===== config.mk =====
export PLATFORM = sky130hd
export DESIGN_NAME = rcpa_ram
export DESIGN_NICKNAME = d
export VERILOG_FILES = /design/src/rcpa_ram.sv
export SDC_FILE = /design/constraint.sdc
export NUM_CORES = 1
export LEC_CHECK = 0
export BUFFER_PORTS_ARGS = -buffer_cell sky130_fd_sc_hd__buf_2
export CAP_MARGIN = 20
export CORE_MARGIN = 2
export CORE_UTILIZATION = 50
export CTS_CLUSTER_SIZE = 30
export DETAILED_ROUTE_END_ITERATION = 16
export MAX_ROUTING_LAYER = met4
export PLACE_DENSITY_LB_ADDON = 0.1
export SYNTH_ARGS = -nofsm -noshare
export SYNTH_HDL_FRONTEND = slang
export SYNTH_SLANG_ARGS = --single-unit

===== constraint.sdc =====
create_clock -name i_clk -period 2.81 [get_ports i_clk]
set_input_delay 0.562 -clock i_clk [delete_from_list [all_inputs] [get_ports i_clk]]
set_output_delay 0.562 -clock i_clk [all_outputs]
set_load 0.01 [all_outputs]

===== src/rcpa_ram.sv =====
module rcpa_ram #(
    parameter int WIDTH = 8,
    parameter int DEPTH = 2
) (
    input  logic                     i_clk,
    input  logic                     i_we,
    input  logic [$clog2(DEPTH)-1:0] i_waddr,
    input  logic [WIDTH-1:0]         i_wdata,
    input  logic [$clog2(DEPTH)-1:0] i_raddr,
    output logic [WIDTH-1:0]         o_rdata
);

    logic [WIDTH-1:0] r_mem [DEPTH];
    logic [WIDTH-1:0] r_rdata;

    always_ff @(posedge i_clk) begin
        if (i_we) begin
            r_mem[i_waddr] <= i_wdata;
        end
        r_rdata <= r_mem[i_raddr];
    end

    assign o_rdata = r_rdata;

endmodule


# == Yosys cells after proc, flatten, opt, wreduce, memory -nomap -nowiden ==
# Memories as Yosys holds them, arrays and structs flattened. A register that Yosys moved wholly into a read port is not among the register bits.
# Cells that the tools add are included.
# totals
ram_bits,16
memories,1
wordCells,3
ff_bits,0
output_inout_bits,8
# op_classes
muxes,2
# memory_table
name,words,word_bits,rd,rd_clocked_by_memory_dff,wr,line,rtl
r_mem,2,8,1,1,1,13,logic [WIDTH-1:0] r_mem [DEPTH];
# ops
cell,n
$mux 1,2

# == Depth between registers and ports, before layout ==
# depth
ltp_word,2
ltp_mapped,2

# == Least setup slack after synthesis ==
# OpenSTA, ideal clock, no wires.
# synth_path
path_type,input to register
start,input i_we
end,memory r_mem[0][0] (enable)
arrival_time_ns,0.982
stages,1
setup_time_ns,0.373
setup_slack_ns,1.455
path_cell_list,nor2b_1
# synth_via
elab_chain_len,2
# synth_lines
item,line,rtl
start: declaration,6,"input logic i_we,"
$mux 1,17,if (i_we) begin
$mux 1 (implied by the code),18,r_mem[i_waddr] <= i_wdata;
end: declaration,13,
# No other way between the ends.

# == Worst setup path in the final report ==
# layout_path
start,register r_rdata[0] (netlist: o_rdata[0]) (read register of r_mem)
end,output o_rdata[0]
# layout_rtl
item,line,rtl
start: declaration,14,logic [WIDTH-1:0] r_rdata;
end: declaration,10,output logic [WIDTH-1:0] o_rdata
# No word-level cell between the ends.

==> impl_metrics.toml <==
[placement]
dp_hpwl_um = 625
gp_congestion = 0.635
portBuffers = 19

[critical_path]
path_buf_inv = 1
critPathSlowestCell = "dfxtp_1"
worstPathRequired_ps = 2250
crit_type = "flop to output pin"
path_max_fanout = 1
slowest_delay_ps = 330
cp.arrival_ps = 740
reg2reg_slack_ps = 2060
critPathLaunchType = "flop"
rr_worst_depth = 1
cp.depth = 1
path_cells = "buf_2"
end_kind = "output pin"
cp_top_family = "flip-flops"

[clock_tree]
cts_root_buf = "clkbuf_4"
cts.sinks = 24
cts-resized-gates = 0
cts_max_level = 1
clk_path_buf_depth = 2
worstSkewPairLatency_ps = 290
clkSlewWorstSetupHoldPaths_ps = 110
cts_tree = "yes"
post_cts_buffers = 0
cts_hold_buf = 0
numCtsBuffers = 3

[power]
p_comb_share_pct = 8.3
p_sw_share_pct = 19.1
finalPower_mw = 0.599
power.switching_mw = 0.115
power.internal_mw = 0.484
seqPwrFrac_pct = 68.5
p_clk_share_pct = 23.2
vdd_drop_max_v = 0.000374
cellPowerDensity_nw_per_um2 = 654
p_leak_nw = 0.378

[logic_synthesis]
synth_seq_area_share_pct = 81.7
ys_types = 6
synth_enable_flop_cells = 16
synth_ff_type = "edfxtp_1"
yosys_warnings = 0
synthAdderAreaFrac_pct = 0
ys_ff_latch = 24
synth_nets = 47
synthTopCellsByArea = "edfxtp_1, dfxtp_1, mux2_4"
synth_cells = 35
yosysTopAreaCell = "edfxtp_1"
synth_common_cells = "edfxtp_1, dfxtp_1, mux2_4"
synth_mux_area_share_pct = 15.3
synth-xor-area-share_pct = 0
synth.most_common_cell = "edfxtp_1"
synthSimpleGateAreaFrac_pct = 1.59
synth_top_area_share_pct = 61.2
synth_top_family_by_area = "multiplexers"
synth_area_um2 = 785
synthArstFlopShare_pct = 0
syn_avg_cell_area_um2 = 22.4
synth_compound_area_share_pct = 0

[timing]
fin_crit_sh_pct = 46.3
worstMarginPinSlew_ps = 688
slew_violations = 0
setup_viol = 0
finClkSkew_ps = 1.05
hold_ws_ps = 444
tns_ps = 0
fmax_mhz = 769
finalHoldViolations = 0
rsz0062_at_grt = "no"
final.min_clock_period_ps = 1300
slew_headroom_pct = 54.0

[global_routing]
grt_overflow_total = 0
grt_max_degree = 14
grt_pass1_vias = 317
grt_pass1_wl_um = 1250
gr-usage-all-layers_pct = 9.94
antenna_found_initial = 0

[routing]
routed_wl_um = 833
drt.antenna.violating_nets = 0
drt_iter0_markers = 5
dr.pass1.iters = 4
drc_errors = 0
vias = 339
wl_met2_um = 464
wl_met1_um = 327
met3_wirelength_um = 41
wire_per_inst_um = 11.4
vias_per_cell = 4.64
top_layer = "met3"

[job]
max-cap-violations = 0

[die]
initial_core_util_pct = 52.7
core-area_um2 = 1490
num_rows = 14
io_pins = 20
die_h_um = 43.6
dieArea_um2 = 1900
fp.dieW_um = 43.6

[hold_path]
min_path_type = "input pin to flop"
hold_depth = 1

[final_layout]
antenna_cells = 0
syn_to_final_growth_pct = 16.6
layout.nets = 70
drive_above_1_share_pct = 52.6

[outcome]
outcome = "completed"
[metal layers]
| layer | GRT usage (%) | vias up |
|---|---|---|
| met5 | - | - |
| li1 | - | 172 |
| met4 | 5.45 | 0 |
| met2 | 17.1 | 12 |
| met1 | 10.2 | 155 |
| met3 | 2.50 | 0 |
[cell usage in the layout, fill, tap and decap left out]
cell type and n:
edfxtp_1 16, mux2_4 8, dfxtp_1 8, clkbuf_4 3, clkinv_1 1, nor2b_1 1, buf_2 19, and2_1 1
[power by group through the flow]
| stage | registers, mW | logic [mW] | clock network [mW] |
|---|---|---|---|
| floorplan | 0.424 | 0.0243 | 0 |
| global placement | 0.418 | 0.0494 | 0 |
| detailed placement | 0.419 | 0.0503 | 0 |
| CTS | 0.410 | 0.0504 | 0.145 |
| global route | 0.412 | 0.0538 | 0.159 |
| finish | 0.410 | 0.0495 | 0.139 |
[metrics by stage]
step	area [µm²]	cells	util (%)	worst slack, ps
6_report	915	73	61.4	1510
4_1_cts	915	73	61.4	1490
2_1_floorplan	785	35	-	1450
3_3_place_gp	888	69	59.7	1280
3_5_place_dp	888	69	59.7	1220
5_1_grt	915	73	61.4	1460
[state kept, by name, summed over array words and instances (netlist names)]
signal and count:
o_rdata 8, r_mem 16
[logic make-up (layout without fill, tap and decap cells)]
family                 count (synthesis)  count (layout)
buffers and inverters                  1              23
AND/OR/NAND/NOR                        2               2
flip-flops                            24              24
multiplexers                           8               8
[path summary, 6_finish.rpt]
path,start,to
setup reg to reg,r_mem[0][5],o_rdata[5]
setup / recovery,o_rdata[0],o_rdata[0]
hold reg to reg,r_mem[1][7],o_rdata[7]
hold / removal,i_wdata[3],r_mem[0][3]
[area by class of cell]
| type | instances | area [µm²] |
|---|---|---|
| flip-flops and latches | 24 | 641 |
| well taps | 16 | 20.0 |
| repair buffers | 19 | 95.1 |
| clock buffers | 3 | 22.5 |
| multi-input cells | 10 | 133 |
| clock inverters | 1 | 3.75 |
| fillers | 108 | 574 |
Note: power is estimated with default switching activity, not from simulation.
